`config.mk`:
```
export PLATFORM = sky130hd
export DESIGN_NAME = ycbcr420_to_bgr_flip_top
export DESIGN_NICKNAME = d
export VERILOG_FILES = /design/src/rtl/ybf_pkg.sv /design/src/rtl/ybf_front.sv /design/src/rtl/ybf_queue.sv /design/src/rtl/ybf_back.sv /design/src/rtl/ycbcr420_to_bgr_flip_top.sv
export VERILOG_INCLUDE_DIRS = /design/src /design/src/rtl
export SDC_FILE = /design/constraint.sdc
export NUM_CORES = 2
export LEC_CHECK = 0
export BUFFER_PORTS_ARGS = -buffer_cell sky130_fd_sc_hd__buf_2
export CORE_MARGIN = 5
export CORE_UTILIZATION = 45
export CTS_BUF_LIST = sky130_fd_sc_hd__clkbuf_4
export CTS_CLUSTER_DIAMETER = 40
export DETAILED_ROUTE_END_ITERATION = 8
export GPL_ROUTABILITY_DRIVEN = 0
export PLACE_DENSITY = 0.65
export SYNTH_ARGS = -nofsm -noshare
export SYNTH_HDL_FRONTEND = slang
export SYNTH_HIERARCHICAL = 1
export SYNTH_SLANG_ARGS = --single-unit
```
`constraint.sdc`:
```
create_clock -name clock -period 7.7 [get_ports clock]
set_clock_uncertainty 0.1 [all_clocks]
set_input_delay 0 -clock clock [delete_from_list [all_inputs] [get_ports clock]]
set_output_delay 0 -clock clock [all_outputs]
set_load 0.1 [all_outputs]
```
`src/rtl/ycbcr420_to_bgr_flip_top_assert.svh`:
```
`ifndef YCBCR420_TO_BGR_FLIP_TOP_ASSERT_SVH
`define YCBCR420_TO_BGR_FLIP_TOP_ASSERT_SVH

// Same-cycle implication, checked on every rising edge out of reset.
`define YBF_ASSERT_IMPL(label, clk, rst, ante, cons) \
   label: assert property (@(posedge clk) disable iff (rst) (ante) |-> (cons)) \
      else $error("same-cycle implication failed");

// Next-cycle implication, checked on every rising edge out of reset.
`define YBF_ASSERT_NEXT(label, clk, rst, ante, cons) \
   label: assert property (@(posedge clk) disable iff (rst) (ante) |=> (cons)) \
      else $error("next-cycle implication failed");

`endif

```
`src/rtl/ybf_pkg.sv`:
```
`timescale 1ns / 1ps
`default_nettype none

package ybf_pkg;

   localparam int MAX_DIMENSION = 4096;
   localparam int TABLE_BITS    = 7;

   localparam int SIZE_W = 13;
   localparam int BLK_W  = 11;
   localparam int BCNT_W = 12;
   localparam int IDX_W  = 24;
   localparam int PIX_W  = 8;
   localparam int OFF_W  = 9;
   localparam int PROD_W = 27;

   localparam int QDEPTH = 4;
   localparam int QPTR_W = 2;
   localparam int QCNT_W = 3;

   localparam logic [PIX_W-1:0] QUANT_MASK = PIX_W'(8'hFF << (8 - TABLE_BITS));

   localparam logic signed [17:0] COEF_R  = 18'sd91881;
   localparam logic signed [17:0] COEF_GB = 18'sd22554;
   localparam logic signed [17:0] COEF_GR = 18'sd46802;
   localparam logic signed [17:0] COEF_B  = 18'sd116130;

   typedef enum logic [1:0] {
      CSR_FRAME_WIDTH  = 2'd0,
      CSR_FRAME_HEIGHT = 2'd1,
      CSR_QUANTIZE     = 2'd2
   } csr_index_type;

   typedef struct packed {
      logic [3:0][PIX_W-1:0]    luma;
      logic signed [OFF_W-1:0]  r_off;
      logic signed [OFF_W-1:0]  g_off;
      logic signed [OFF_W-1:0]  b_off;
      logic [IDX_W-1:0]         idx_top;
      logic [IDX_W-1:0]         idx_bot;
      logic                     last_block;
   } entry_type;

   typedef struct packed {
      logic              empty;
      logic [QCNT_W-1:0] count;
   } qstat_type;

   function automatic logic [SIZE_W-1:0] effective_size(input logic [SIZE_W-1:0] reg_value);
      logic [SIZE_W-1:0] v;
      v = {reg_value[SIZE_W-1:1], 1'b0};
      if (v < SIZE_W'(2)) begin
         v = SIZE_W'(2);
      end else if (v > SIZE_W'(MAX_DIMENSION)) begin
         v = SIZE_W'(MAX_DIMENSION) & ~SIZE_W'(1);
      end
      return v;
   endfunction

   function automatic logic [PIX_W-1:0] clamp8(input logic signed [OFF_W:0] v);
      logic [PIX_W-1:0] r;
      if (v < 0) begin
         r = '0;
      end else if (v > (OFF_W+1)'(255)) begin
         r = '1;
      end else begin
         r = v[PIX_W-1:0];
      end
      return r;
   endfunction

endpackage

`default_nettype wire

```
`src/rtl/ybf_front.sv`:
```
`timescale 1ns / 1ps
`default_nettype none

module ybf_front (
   input  wire                         clock,
   input  wire                         reset,
   input  wire                         csr_write,
   input  wire [1:0]                   csr_index,
   input  wire [ybf_pkg::SIZE_W-1:0]   csr_data,
   input  wire                         req_valid,
   output logic                        req_stall,
   input  wire [ybf_pkg::PIX_W-1:0]    req_luma_top_left,
   input  wire [ybf_pkg::PIX_W-1:0]    req_luma_top_right,
   input  wire [ybf_pkg::PIX_W-1:0]    req_luma_bottom_left,
   input  wire [ybf_pkg::PIX_W-1:0]    req_luma_bottom_right,
   input  wire [ybf_pkg::PIX_W-1:0]    req_chroma_blue,
   input  wire [ybf_pkg::PIX_W-1:0]    req_chroma_red,
   output logic                        push_o,
   output ybf_pkg::entry_type          entry_o,
   input  ybf_pkg::qstat_type          qstat_i
);
   import ybf_pkg::*;

   logic [SIZE_W-1:0] frame_width_ff, frame_width_in;
   logic [SIZE_W-1:0] frame_height_ff, frame_height_in;
   logic              quantize_ff, quantize_in;

   logic [SIZE_W-1:0] w_eff, h_eff;
   logic [BCNT_W-1:0] bcols, brows;
   logic [BLK_W-1:0]  col_ff, col_in, row_ff, row_in;
   logic [BLK_W-1:0]  col_use, row_use;
   logic [BCNT_W-1:0] col_inc, row_inc;
   logic              col_wrap, row_wrap;
   logic              accept;
   logic [PIX_W-1:0]  qmask;
   logic [3:0]        inflight;

   // stage 1: quantised samples and block position
   logic                        s1_valid_ff, s1_valid_in;
   logic [3:0][PIX_W-1:0]       s1_luma_ff, s1_luma_in;
   logic signed [OFF_W-1:0]     s1_dcb_ff, s1_dcb_in, s1_dcr_ff, s1_dcr_in;
   logic [BLK_W-1:0]            s1_col_ff, s1_row_ff;
   logic                        s1_last_ff, s1_last_in;

   // stage 2: products
   logic                        s2_valid_ff, s2_valid_in;
   logic [3:0][PIX_W-1:0]       s2_luma_ff;
   logic signed [PROD_W-1:0]    s2_prod_r_ff, s2_prod_r_in;
   logic signed [PROD_W-1:0]    s2_prod_gb_ff, s2_prod_gb_in;
   logic signed [PROD_W-1:0]    s2_prod_gr_ff, s2_prod_gr_in;
   logic signed [PROD_W-1:0]    s2_prod_b_ff, s2_prod_b_in;
   logic [IDX_W-1:0]            s2_rowprod_ff;
   logic [BCNT_W-1:0]           s2_x0_ff;
   logic                        s2_last_ff;

   logic [SIZE_W-1:0]           dest_top;
   logic [2*SIZE_W-1:0]         rowprod_full;
   logic signed [PROD_W:0]      g_sum;
   logic [IDX_W-1:0]            idx_top;

   assign w_eff = effective_size(frame_width_ff);
   assign h_eff = effective_size(frame_height_ff);
   assign bcols = w_eff[SIZE_W-1:1];
   assign brows = h_eff[SIZE_W-1:1];

   always_comb begin
      frame_width_in  = frame_width_ff;
      frame_height_in = frame_height_ff;
      quantize_in     = quantize_ff;
      if (csr_write) begin
         unique case (csr_index)
            CSR_FRAME_WIDTH:  frame_width_in  = csr_data;
            CSR_FRAME_HEIGHT: frame_height_in = csr_data;
            CSR_QUANTIZE:     quantize_in     = csr_data[0];
            default: ;
         endcase
      end
   end

   // hold back new blocks unless every one in flight has a queue slot
   assign inflight  = 4'(qstat_i.count) + 4'(s1_valid_ff) + 4'(s2_valid_ff);
   assign req_stall = inflight >= 4'(QDEPTH);
   assign accept    = req_valid && !req_stall;

   // drop a counter that a size change has left out of range
   assign col_use  = ({1'b0, col_ff} >= bcols) ? '0 : col_ff;
   assign row_use  = ({1'b0, row_ff} >= brows) ? '0 : row_ff;
   assign col_inc  = {1'b0, col_use} + BCNT_W'(1);
   assign row_inc  = {1'b0, row_use} + BCNT_W'(1);
   assign col_wrap = col_inc >= bcols;
   assign row_wrap = row_inc >= brows;

   assign qmask = quantize_ff ? QUANT_MASK : '1;

   always_comb begin
      col_in      = col_ff;
      row_in      = row_ff;
      s1_valid_in = accept;
      s1_luma_in  = {req_luma_bottom_right & qmask, req_luma_bottom_left & qmask,
                     req_luma_top_right & qmask, req_luma_top_left & qmask};
      s1_dcb_in   = $signed({1'b0, req_chroma_blue & qmask}) - OFF_W'(128);
      s1_dcr_in   = $signed({1'b0, req_chroma_red & qmask}) - OFF_W'(128);
      s1_last_in  = col_wrap && row_wrap;
      if (accept) begin
         if (col_wrap) begin
            col_in = '0;
            row_in = row_wrap ? '0 : row_inc[BLK_W-1:0];
         end else begin
            col_in = col_inc[BLK_W-1:0];
            row_in = row_use;
         end
      end
   end

   assign s2_valid_in   = s1_valid_ff;
   assign s2_prod_r_in  = COEF_R * s1_dcr_ff;
   assign s2_prod_gb_in = COEF_GB * s1_dcb_ff;
   assign s2_prod_gr_in = COEF_GR * s1_dcr_ff;
   assign s2_prod_b_in  = COEF_B * s1_dcb_ff;
   assign dest_top      = h_eff - SIZE_W'(1) - {1'b0, s1_row_ff, 1'b0};
   assign rowprod_full  = dest_top * w_eff;

   always_ff @(posedge clock) begin
      if (reset) begin
         frame_width_ff  <= SIZE_W'(2);
         frame_height_ff <= SIZE_W'(2);
         quantize_ff     <= 1'b1;
         col_ff          <= '0;
         row_ff          <= '0;
         s1_valid_ff     <= 1'b0;
         s2_valid_ff     <= 1'b0;
      end else begin
         frame_width_ff  <= frame_width_in;
         frame_height_ff <= frame_height_in;
         quantize_ff     <= quantize_in;
         col_ff          <= col_in;
         row_ff          <= row_in;
         s1_valid_ff     <= s1_valid_in;
         s2_valid_ff     <= s2_valid_in;
      end
   end

   always_ff @(posedge clock) begin
      if (accept) begin
         s1_luma_ff <= s1_luma_in;
         s1_dcb_ff  <= s1_dcb_in;
         s1_dcr_ff  <= s1_dcr_in;
         s1_col_ff  <= col_use;
         s1_row_ff  <= row_use;
         s1_last_ff <= s1_last_in;
      end
      if (s1_valid_ff) begin
         s2_luma_ff    <= s1_luma_ff;
         s2_prod_r_ff  <= s2_prod_r_in;
         s2_prod_gb_ff <= s2_prod_gb_in;
         s2_prod_gr_ff <= s2_prod_gr_in;
         s2_prod_b_ff  <= s2_prod_b_in;
         s2_rowprod_ff <= rowprod_full[IDX_W-1:0];
         s2_x0_ff      <= {s1_col_ff, 1'b0};
         s2_last_ff    <= s1_last_ff;
      end
   end

   // floor of the Q16 terms: keep bits 24..16 after an arithmetic shift
   assign g_sum   = -((PROD_W+1)'(s2_prod_gb_ff) + (PROD_W+1)'(s2_prod_gr_ff));
   assign idx_top = s2_rowprod_ff + IDX_W'(s2_x0_ff);

   always_comb begin
      entry_o.luma       = s2_luma_ff;
      entry_o.r_off      = s2_prod_r_ff[16+OFF_W-1:16];
      entry_o.g_off      = g_sum[16+OFF_W-1:16];
      entry_o.b_off      = s2_prod_b_ff[16+OFF_W-1:16];
      entry_o.idx_top    = idx_top;
      entry_o.idx_bot    = idx_top - IDX_W'(w_eff);
      entry_o.last_block = s2_last_ff;
   end

   assign push_o = s2_valid_ff;

endmodule

`default_nettype wire

```
`src/rtl/ybf_queue.sv`:
```
`timescale 1ns / 1ps
`default_nettype none
`include "ycbcr420_to_bgr_flip_top_assert.svh"

module ybf_queue (
   input  wire                 clock,
   input  wire                 reset,
   input  wire                 push_i,
   input  ybf_pkg::entry_type  entry_i,
   input  wire                 pop_i,
   output ybf_pkg::entry_type  head_o,
   output ybf_pkg::qstat_type  qstat_o
);
   import ybf_pkg::*;

   entry_type          mem [QDEPTH];
   logic [QPTR_W-1:0]  wr_ptr_ff, wr_ptr_in;
   logic [QPTR_W-1:0]  rd_ptr_ff, rd_ptr_in;
   logic [QCNT_W-1:0]  count_ff, count_in;

   always_comb begin
      wr_ptr_in = push_i ? wr_ptr_ff + QPTR_W'(1) : wr_ptr_ff;
      rd_ptr_in = pop_i ? rd_ptr_ff + QPTR_W'(1) : rd_ptr_ff;
      count_in  = count_ff + QCNT_W'(push_i) - QCNT_W'(pop_i);
   end

   always_ff @(posedge clock) begin
      if (reset) begin
         wr_ptr_ff <= '0;
         rd_ptr_ff <= '0;
         count_ff  <= '0;
      end else begin
         wr_ptr_ff <= wr_ptr_in;
         rd_ptr_ff <= rd_ptr_in;
         count_ff  <= count_in;
      end
   end

   always_ff @(posedge clock) begin
      if (push_i) begin
         mem[wr_ptr_ff] <= entry_i;
      end
   end

   assign head_o        = mem[rd_ptr_ff];
   assign qstat_o.empty = count_ff == '0;
   assign qstat_o.count = count_ff;

   `YBF_ASSERT_IMPL(a_no_overflow, clock, reset, push_i, count_ff < QCNT_W'(QDEPTH))
   `YBF_ASSERT_IMPL(a_no_underflow, clock, reset, pop_i, count_ff != '0)
   `YBF_ASSERT_NEXT(a_count_tracks, clock, reset, push_i && !pop_i, count_ff == $past(count_ff) + QCNT_W'(1))

endmodule

`default_nettype wire

```
`src/rtl/ybf_back.sv`:
```
`timescale 1ns / 1ps
`default_nettype none
`include "ycbcr420_to_bgr_flip_top_assert.svh"

module ybf_back (
   input  wire                        clock,
   input  wire                        reset,
   input  ybf_pkg::entry_type         head_i,
   input  ybf_pkg::qstat_type         qstat_i,
   output logic                       pop_o,
   output logic                       rsp_valid,
   input  wire                        rsp_stall,
   output logic [ybf_pkg::IDX_W-1:0]  rsp_pixel_index,
   output logic [ybf_pkg::PIX_W-1:0]  rsp_red,
   output logic [ybf_pkg::PIX_W-1:0]  rsp_green,
   output logic [ybf_pkg::PIX_W-1:0]  rsp_blue,
   output logic                       rsp_last_of_block,
   output logic                       rsp_last_of_frame
);
   import ybf_pkg::*;

   logic [1:0]              k_ff, k_in;
   logic                    rsp_valid_ff, rsp_valid_in;
   logic [IDX_W-1:0]        rsp_pixel_index_ff, rsp_pixel_index_in;
   logic [PIX_W-1:0]        rsp_red_ff, rsp_red_in;
   logic [PIX_W-1:0]        rsp_green_ff, rsp_green_in;
   logic [PIX_W-1:0]        rsp_blue_ff, rsp_blue_in;
   logic                    rsp_last_of_block_ff, rsp_last_of_block_in;
   logic                    rsp_last_of_frame_ff, rsp_last_of_frame_in;
   logic                    load;
   logic signed [OFF_W:0]   luma_ext;

   // load a pixel whenever the output register is empty or being taken
   assign load  = !qstat_i.empty && (!rsp_valid_ff || !rsp_stall);
   assign pop_o = load && (k_ff == 2'd3);

   always_comb begin
      luma_ext             = $signed({2'b00, head_i.luma[k_ff]});
      k_in                 = load ? k_ff + 2'd1 : k_ff;
      rsp_valid_in         = load || (rsp_valid_ff && rsp_stall);
      rsp_pixel_index_in   = (k_ff[1] ? head_i.idx_bot : head_i.idx_top) + IDX_W'(k_ff[0]);
      rsp_red_in           = clamp8(luma_ext + (OFF_W+1)'(head_i.r_off));
      rsp_green_in         = clamp8(luma_ext + (OFF_W+1)'(head_i.g_off));
      rsp_blue_in          = clamp8(luma_ext + (OFF_W+1)'(head_i.b_off));
      rsp_last_of_block_in = k_ff == 2'd3;
      rsp_last_of_frame_in = (k_ff == 2'd3) && head_i.last_block;
   end

   always_ff @(posedge clock) begin
      if (reset) begin
         k_ff         <= '0;
         rsp_valid_ff <= 1'b0;
      end else begin
         k_ff         <= k_in;
         rsp_valid_ff <= rsp_valid_in;
      end
   end

   always_ff @(posedge clock) begin
      if (load) begin
         rsp_pixel_index_ff   <= rsp_pixel_index_in;
         rsp_red_ff           <= rsp_red_in;
         rsp_green_ff         <= rsp_green_in;
         rsp_blue_ff          <= rsp_blue_in;
         rsp_last_of_block_ff <= rsp_last_of_block_in;
         rsp_last_of_frame_ff <= rsp_last_of_frame_in;
      end
   end

   assign rsp_valid         = rsp_valid_ff;
   assign rsp_pixel_index   = rsp_pixel_index_ff;
   assign rsp_red           = rsp_red_ff;
   assign rsp_green         = rsp_green_ff;
   assign rsp_blue          = rsp_blue_ff;
   assign rsp_last_of_block = rsp_last_of_block_ff;
   assign rsp_last_of_frame = rsp_last_of_frame_ff;

   `YBF_ASSERT_IMPL(a_frame_end_in_block, clock, reset, rsp_valid_ff && rsp_last_of_frame_ff, rsp_last_of_block_ff)
   `YBF_ASSERT_NEXT(a_load_shows, clock, reset, load, rsp_valid_ff && (rsp_last_of_block_ff == $past(k_ff == 2'd3)))
   `YBF_ASSERT_IMPL(a_block_keeps_head, clock, reset, k_ff != 2'd0, !qstat_i.empty)

endmodule

`default_nettype wire

```
`src/rtl/ycbcr420_to_bgr_flip_top.sv`:
```
// Full-range 4:2:0 colour converter. Each transaction on req_ carries one 2x2 luma block
// with its shared Cb and Cr, in raster block order; rsp_ returns four pixels per block
// (top-left, top-right, bottom-left, bottom-right) with clamped red, green and blue and
// the pixel index in a bottom-up frame. A block is taken each cycle until four blocks are
// held between the two front stages and the four-entry queue, the block being unpacked
// included. The result port delivers one pixel a cycle while rsp_stall is low, which sets
// the sustained rate. A block passes the stage 1 and stage 2 registers and the queue
// before its first pixel reaches the output register. The user must write frame size and
// quantise mode through csr_ only while no block is in flight; it is not enforced.
`timescale 1ns / 1ps
`default_nettype none

module ycbcr420_to_bgr_flip_top (
   input  wire                         clock,
   input  wire                         reset,
   input  wire                         csr_write,
   input  wire [1:0]                   csr_index,
   input  wire [ybf_pkg::SIZE_W-1:0]   csr_data,
   input  wire                         req_valid,
   output logic                        req_stall,
   input  wire [ybf_pkg::PIX_W-1:0]    req_luma_top_left,
   input  wire [ybf_pkg::PIX_W-1:0]    req_luma_top_right,
   input  wire [ybf_pkg::PIX_W-1:0]    req_luma_bottom_left,
   input  wire [ybf_pkg::PIX_W-1:0]    req_luma_bottom_right,
   input  wire [ybf_pkg::PIX_W-1:0]    req_chroma_blue,
   input  wire [ybf_pkg::PIX_W-1:0]    req_chroma_red,
   output logic                        rsp_valid,
   input  wire                         rsp_stall,
   output logic [ybf_pkg::IDX_W-1:0]   rsp_pixel_index,
   output logic [ybf_pkg::PIX_W-1:0]   rsp_red,
   output logic [ybf_pkg::PIX_W-1:0]   rsp_green,
   output logic [ybf_pkg::PIX_W-1:0]   rsp_blue,
   output logic                        rsp_last_of_block,
   output logic                        rsp_last_of_frame
);
   import ybf_pkg::*;

   logic       push;
   logic       pop;
   entry_type  push_entry;
   entry_type  head;
   qstat_type  qstat;

   ybf_front u_front (
      .clock                 (clock),
      .reset                 (reset),
      .csr_write             (csr_write),
      .csr_index             (csr_index),
      .csr_data              (csr_data),
      .req_valid             (req_valid),
      .req_stall             (req_stall),
      .req_luma_top_left     (req_luma_top_left),
      .req_luma_top_right    (req_luma_top_right),
      .req_luma_bottom_left  (req_luma_bottom_left),
      .req_luma_bottom_right (req_luma_bottom_right),
      .req_chroma_blue       (req_chroma_blue),
      .req_chroma_red        (req_chroma_red),
      .push_o                (push),
      .entry_o               (push_entry),
      .qstat_i               (qstat)
   );

   ybf_queue u_queue (
      .clock   (clock),
      .reset   (reset),
      .push_i  (push),
      .entry_i (push_entry),
      .pop_i   (pop),
      .head_o  (head),
      .qstat_o (qstat)
   );

   ybf_back u_back (
      .clock             (clock),
      .reset             (reset),
      .head_i            (head),
      .qstat_i           (qstat),
      .pop_o             (pop),
      .rsp_valid         (rsp_valid),
      .rsp_stall         (rsp_stall),
      .rsp_pixel_index   (rsp_pixel_index),
      .rsp_red           (rsp_red),
      .rsp_green         (rsp_green),
      .rsp_blue          (rsp_blue),
      .rsp_last_of_block (rsp_last_of_block),
      .rsp_last_of_frame (rsp_last_of_frame)
   );

endmodule

`default_nettype wire
```
==> metrics.txt <==
# TYPE chip_impl_metric gauge
chip_impl_info{name="status",value="finished, final reports clean"} 1
chip_impl_metric{name="global_route.usage.total",unit="%"} 18.0
chip_impl_metric{name="vias",unit=""} 27500
chip_impl_metric{name="n_fill_cell",unit=""} 8496
chip_impl_metric{name="fraction_of_final_layout_cells_sized_beyond_drive_strength_1",unit="%"} 16.4
chip_impl_metric{name="cts.sink_count",unit=""} 747
chip_impl_metric{name="leakage",unit="uW"} 0.0213
chip_impl_metric{name="final_hold_violations",unit=""} 0
chip_impl_metric{name="fin_util",unit="%"} 52.1
chip_impl_metric{name="netlist_instances",unit=""} 3393
chip_impl_metric{name="synth_compound_area_share",unit="%"} 6.33
chip_impl_metric{name="final_nets",unit=""} 4642
chip_impl_metric{name="power_per_cell_area",unit="nW/um^2"} 257
chip_impl_info{name="holdCritPathClass",value="input pin to register"} 1
chip_impl_metric{name="post_synth.cell_area_avg",unit="sq um"} 13.2
chip_impl_metric{name="post-place-cells",unit=""} 4784
chip_impl_metric{name="initialDrtViolationCount",unit=""} 1732
chip_impl_metric{name="maximum_fanout_encountered_on_the_critical_timing_path",unit=""} 4
chip_impl_metric{name="initial_utilization",unit="%"} 45.1
chip_impl_metric{name="worst_slew_pin_slew",unit="ns"} 1.02
chip_impl_metric{name="cellInternalPower",unit="uW"} 8770
chip_impl_info{name="synth_top_flop_cell",value="edfxtp_1"} 1
chip_impl_metric{name="antenna_violations_before_repair",unit=""} 5
chip_impl_info{name="critical_path.endpoint_type",value="register"} 1
chip_impl_metric{name="p_sw_share",unit="%"} 34.2
chip_impl_info{name="worstSetupPathType",value="register to register"} 1
chip_impl_metric{name="yosysSeqAreaShare",unit="%"} 48.5
chip_impl_metric{name="fraction_of_met1_tracks_used_by_global_routing",unit="%"} 24.7
chip_impl_metric{name="overflow",unit=""} 0
chip_impl_metric{name="slew_headroom",unit="%"} 32.1
chip_impl_metric{name="seq_power_share",unit="%"} 39.6
chip_impl_metric{name="top_area_cell_type_share_of_the_netlist_area",unit="%"} 45.8
chip_impl_info{name="worst_path_max_delay_cell",value="fa_1"} 1
chip_impl_metric{name="rows",unit=""} 116
chip_impl_metric{name="design.portCount",unit=""} 120
chip_impl_info{name="gr-max-usage-layer",value="met2"} 1
chip_impl_metric{name="first_global_vias",unit=""} 28800
chip_impl_metric{name="finalWorstPathRequiredPeriod",unit="ns"} 7.37
chip_impl_metric{name="postSynth.asyncResetShare",unit="%"} 0
chip_impl_metric{name="first_pass_grt_wire_length",unit="microns"} 152000
chip_impl_metric{name="setup_viol",unit=""} 0
chip_impl_info{name="yosys.cell_count.top_type",value="edfxtp_1"} 1
chip_impl_metric{name="met2_usage",unit="%"} 28.5
chip_impl_info{name="cell_taking_the_most_area_after_synthesis",value="edfxtp_1"} 1
chip_impl_info{name="cts_tree",value="built"} 1
chip_impl_metric{name="synth-edff-count",unit=""} 686
chip_impl_metric{name="synthXorXnorAreaFrac",unit="%"} 3.69
chip_impl_metric{name="fin_tns_setup",unit="ns"} 0
chip_impl_metric{name="combinationalPowerShare",unit="%"} 34.3
chip_impl_metric{name="slew_viol_final",unit=""} 0
chip_impl_metric{name="grt_start_max_net_pins",unit=""} 71
chip_impl_metric{name="synth-seq-cells",unit=""} 747
chip_impl_info{name="yosys-top-cells-area",value="edfxtp_1, ha_1, fa_1"} 1
chip_impl_metric{name="dr.pass1.iters",unit=""} 7
chip_impl_info{name="timing.critical_path.mode_cell",value="fa_1"} 1
chip_impl_metric{name="netlist-cell-type-count",unit=""} 97
chip_impl_info{name="kind_of_launch_point_of_the_worst_setup_path",value="register"} 1
chip_impl_metric{name="fp.dieW",unit="microns"} 326
chip_impl_metric{name="maxCapViolCount",unit=""} 0
chip_impl_metric{name="post-route-cell-area",unit="sq um"} 51900
chip_impl_metric{name="areaGrowthSynthToFinish",unit="%"} 15.4
chip_impl_metric{name="buffer_ports.inserted",unit=""} 119
chip_impl_metric{name="wl_per_cell",unit="microns"} 17.7
chip_impl_metric{name="cpPeakStageDelay",unit="ns"} 0.54
chip_impl_metric{name="max_clock_freq",unit="MHz"} 136
chip_impl_metric{name="irDropWorstVdd",unit="mV"} 0.176
chip_impl_metric{name="detail_route.wirelength",unit="microns"} 94500
chip_impl_info{name="ys_top_cells_by_count",value="edfxtp_1, ha_1, inv_1"} 1
chip_impl_metric{name="grt_use_met3",unit="%"} 3.63
chip_impl_metric{name="route.antenna.remaining_nets",unit=""} 0
chip_impl_metric{name="postPlaceCellArea",unit="sq um"} 47200
chip_impl_info{name="synth_top_family_by_area",value="adder cells"} 1
chip_impl_metric{name="layout_worst_path_cycle_share",unit="%"} 95.8
chip_impl_metric{name="post-route-drc-count",unit=""} 0
chip_impl_metric{name="clock_transition_time_at_the_flip_flop_clock_pins_of_the_worst_setup_and_hold_paths",unit="ns"} 0.07
chip_impl_metric{name="die-area",unit="sq um"} 106000
chip_impl_metric{name="routed_via_density",unit=""} 5.15
chip_impl_info{name="cts.root.buffer_cell",value="clkbuf_4"} 1
chip_impl_metric{name="finalNonFillerCells",unit=""} 5340
chip_impl_metric{name="synth.mux.area_fraction",unit="%"} 6.49
chip_impl_metric{name="clock_tree_buffer_depth",unit=""} 3
chip_impl_metric{name="yosys_warnings",unit=""} 6
chip_impl_metric{name="fp.dieH",unit="microns"} 326
chip_impl_metric{name="design.core.area",unit="sq um"} 99600
chip_impl_metric{name="clk-insertion-delay-late",unit="ns"} 1.07
chip_impl_metric{name="synth.cell_area",unit="sq um"} 44900
chip_impl_metric{name="critical_path_arrival",unit="ns"} 8.04
chip_impl_metric{name="worstPathRequired",unit="ns"} 8.36
chip_impl_metric{name="power",unit="uW"} 13300
chip_impl_metric{name="h-tree-depth",unit=""} 4
chip_impl_metric{name="detailed_place_hpwl",unit="microns"} 65900
chip_impl_metric{name="fraction_of_the_mapped_netlist_area_in_adder_cells",unit="%"} 22.9
chip_impl_metric{name="synth_simple_gate_area_share",unit="%"} 7.52
chip_impl_metric{name="cts_made_buffers",unit=""} 195
chip_impl_metric{name="clock_power_share",unit="%"} 26.1
chip_impl_metric{name="power.switching",unit="uW"} 4560
[state kept, by name, summed over array words and instances, names as in the netlist, 11 cells and up, named ones only]
signal                   cells
u_front/s2_prod_r_ff        16
u_front/frame_height_ff     12
u_back/rsp_pixel_index      24
u_front/s2_rowprod_ff       23
u_front/row_ff              11
u_front/s2_prod_gr_ff       17
u_front/entry_o             32
u_front/s2_x0_ff            11
u_front/col_ff              11
u_front/s2_prod_b_ff        11
u_front/s1_luma_ff          32
u_front/s2_prod_gb_ff       22
u_front/frame_width_ff      12
u_front/s1_row_ff           11
u_queue/mem                432
u_front/s1_col_ff           11
[cell type report]
cell class	count	area (sq um)	share of cell area, %
timing repair buffer	368	2970	5.72
antenna	2	5.00	0.00965
clock inverter	68	449	0.866
clock buffer	285	2140	4.13
inverter	427	1600	3.09
multi-input combinational	2145	21200	41.0
tap	1298	1620	3.13
sequential	747	21800	42.1
[critical path: cells and delay by family, from the launching register on]
kind,cells,cell delay (ns)
XOR/XNOR,2,0.31
buffers and inverters,4,0.31
AO/OA/AOI/OAI,8,1.82
adder cells (fa/ha/maj),8,3.26
AND/OR/NAND/NOR,7,0.94
flip-flops,1,0.38
[final timing paths]
kind | from | to | slack (ns) | cells past startpoint
setup reg to reg | u_front/frame_height_ff[11] | u_front/s2_rowprod_ff[22] | 0.33 | 29
hold / removal | csr_write | u_front/frame_width_ff[12] | 0.16 | 5
hold reg to reg | u_front/s1_col_ff[0] | u_front/s2_x0_ff[1] | 0.26 | 0
setup / recovery | u_front/frame_height_ff[11] | u_front/s2_rowprod_ff[22] | 0.33 | 29
[per-layer routing]
layer	vias up	wire length (microns)
li1	13300	-
met1	13400	42800
met2	676	44200
met3	152	4960
met4	0	2490
met5	-	0
[cell families (layout without fill, tap and decap cells)]
| group | Yosys count | after routing |
|---|---|---|
| adders and majority gates | 690 | 690 |
| xor gates and xnor gates | 187 | 187 |
| and+or+nand+nor | 701 | 701 |
| DFF | 747 | 747 |
| other | 1 | 4 |
| buffers and inverters | 502 | 1148 |
| muxes | 146 | 146 |
| AOI/OAI and AO/OA | 419 | 419 |
[timing repair]
item	in CTS	in global routing
buffers inserted	0	0
hold buffers	201	0
resized for setup	0	15
setup endpoints to repair	0	6
endpoints found under the hold margin	181	0
[layout by cell type, fill, tap and decap left out, types with 11 or more instances in the layout]
cell type	count
dfxtp_1	56
xnor2_1	109
clkbuf_4	285
a22oi_1	11
nand3_1	49
or2_2	11
a21oi_1	126
and3_1	15
mux2i_1	27
edfxtp_1	686
a21o_1	42
a211oi_1	25
xor2_1	72
clkinv_1	49
nand4_1	14
buf_4	48
nand2_1	204
fa_1	224
dlygate4sd3_1	201
nor3_1	38
nand3b_1	17
o21bai_1	14
nor2b_1	44
inv_1	424
o21a_1	24
mux4_2	116
o211ai_1	11
and2_1	27
o21ai_0	59
nand2b_1	26
ha_1	465
nor2_1	208
buf_2	119
[metrics by stage]
stage / worst slack (ns) / hold WS, ns
3_3_place_gp: 0.153 / 0.0768
2_1_floorplan: 0.547 / -0.0309
5_1_grt: -0.0166 / 0.0641
4_1_cts: 0.0975 / 0.000173
6_report: 0.327 / 0.157
3_5_place_dp: 0.0672 / 0.0781
[power groups by stage]
| stage | clock [uW] | combinational (uW) | sequential [uW] |
|---|---|---|---|
| after floorplan | 0 | 3240 | 5490 |
| after CTS | 3610 | 4610 | 5280 |
| after detailed placement | 0 | 4490 | 5370 |
| final | 3480 | 4570 | 5280 |
| after global placement | 0 | 4430 | 5360 |
| after global routing | 3850 | 5210 | 5310 |
Power figures use the tool's default switching activity.
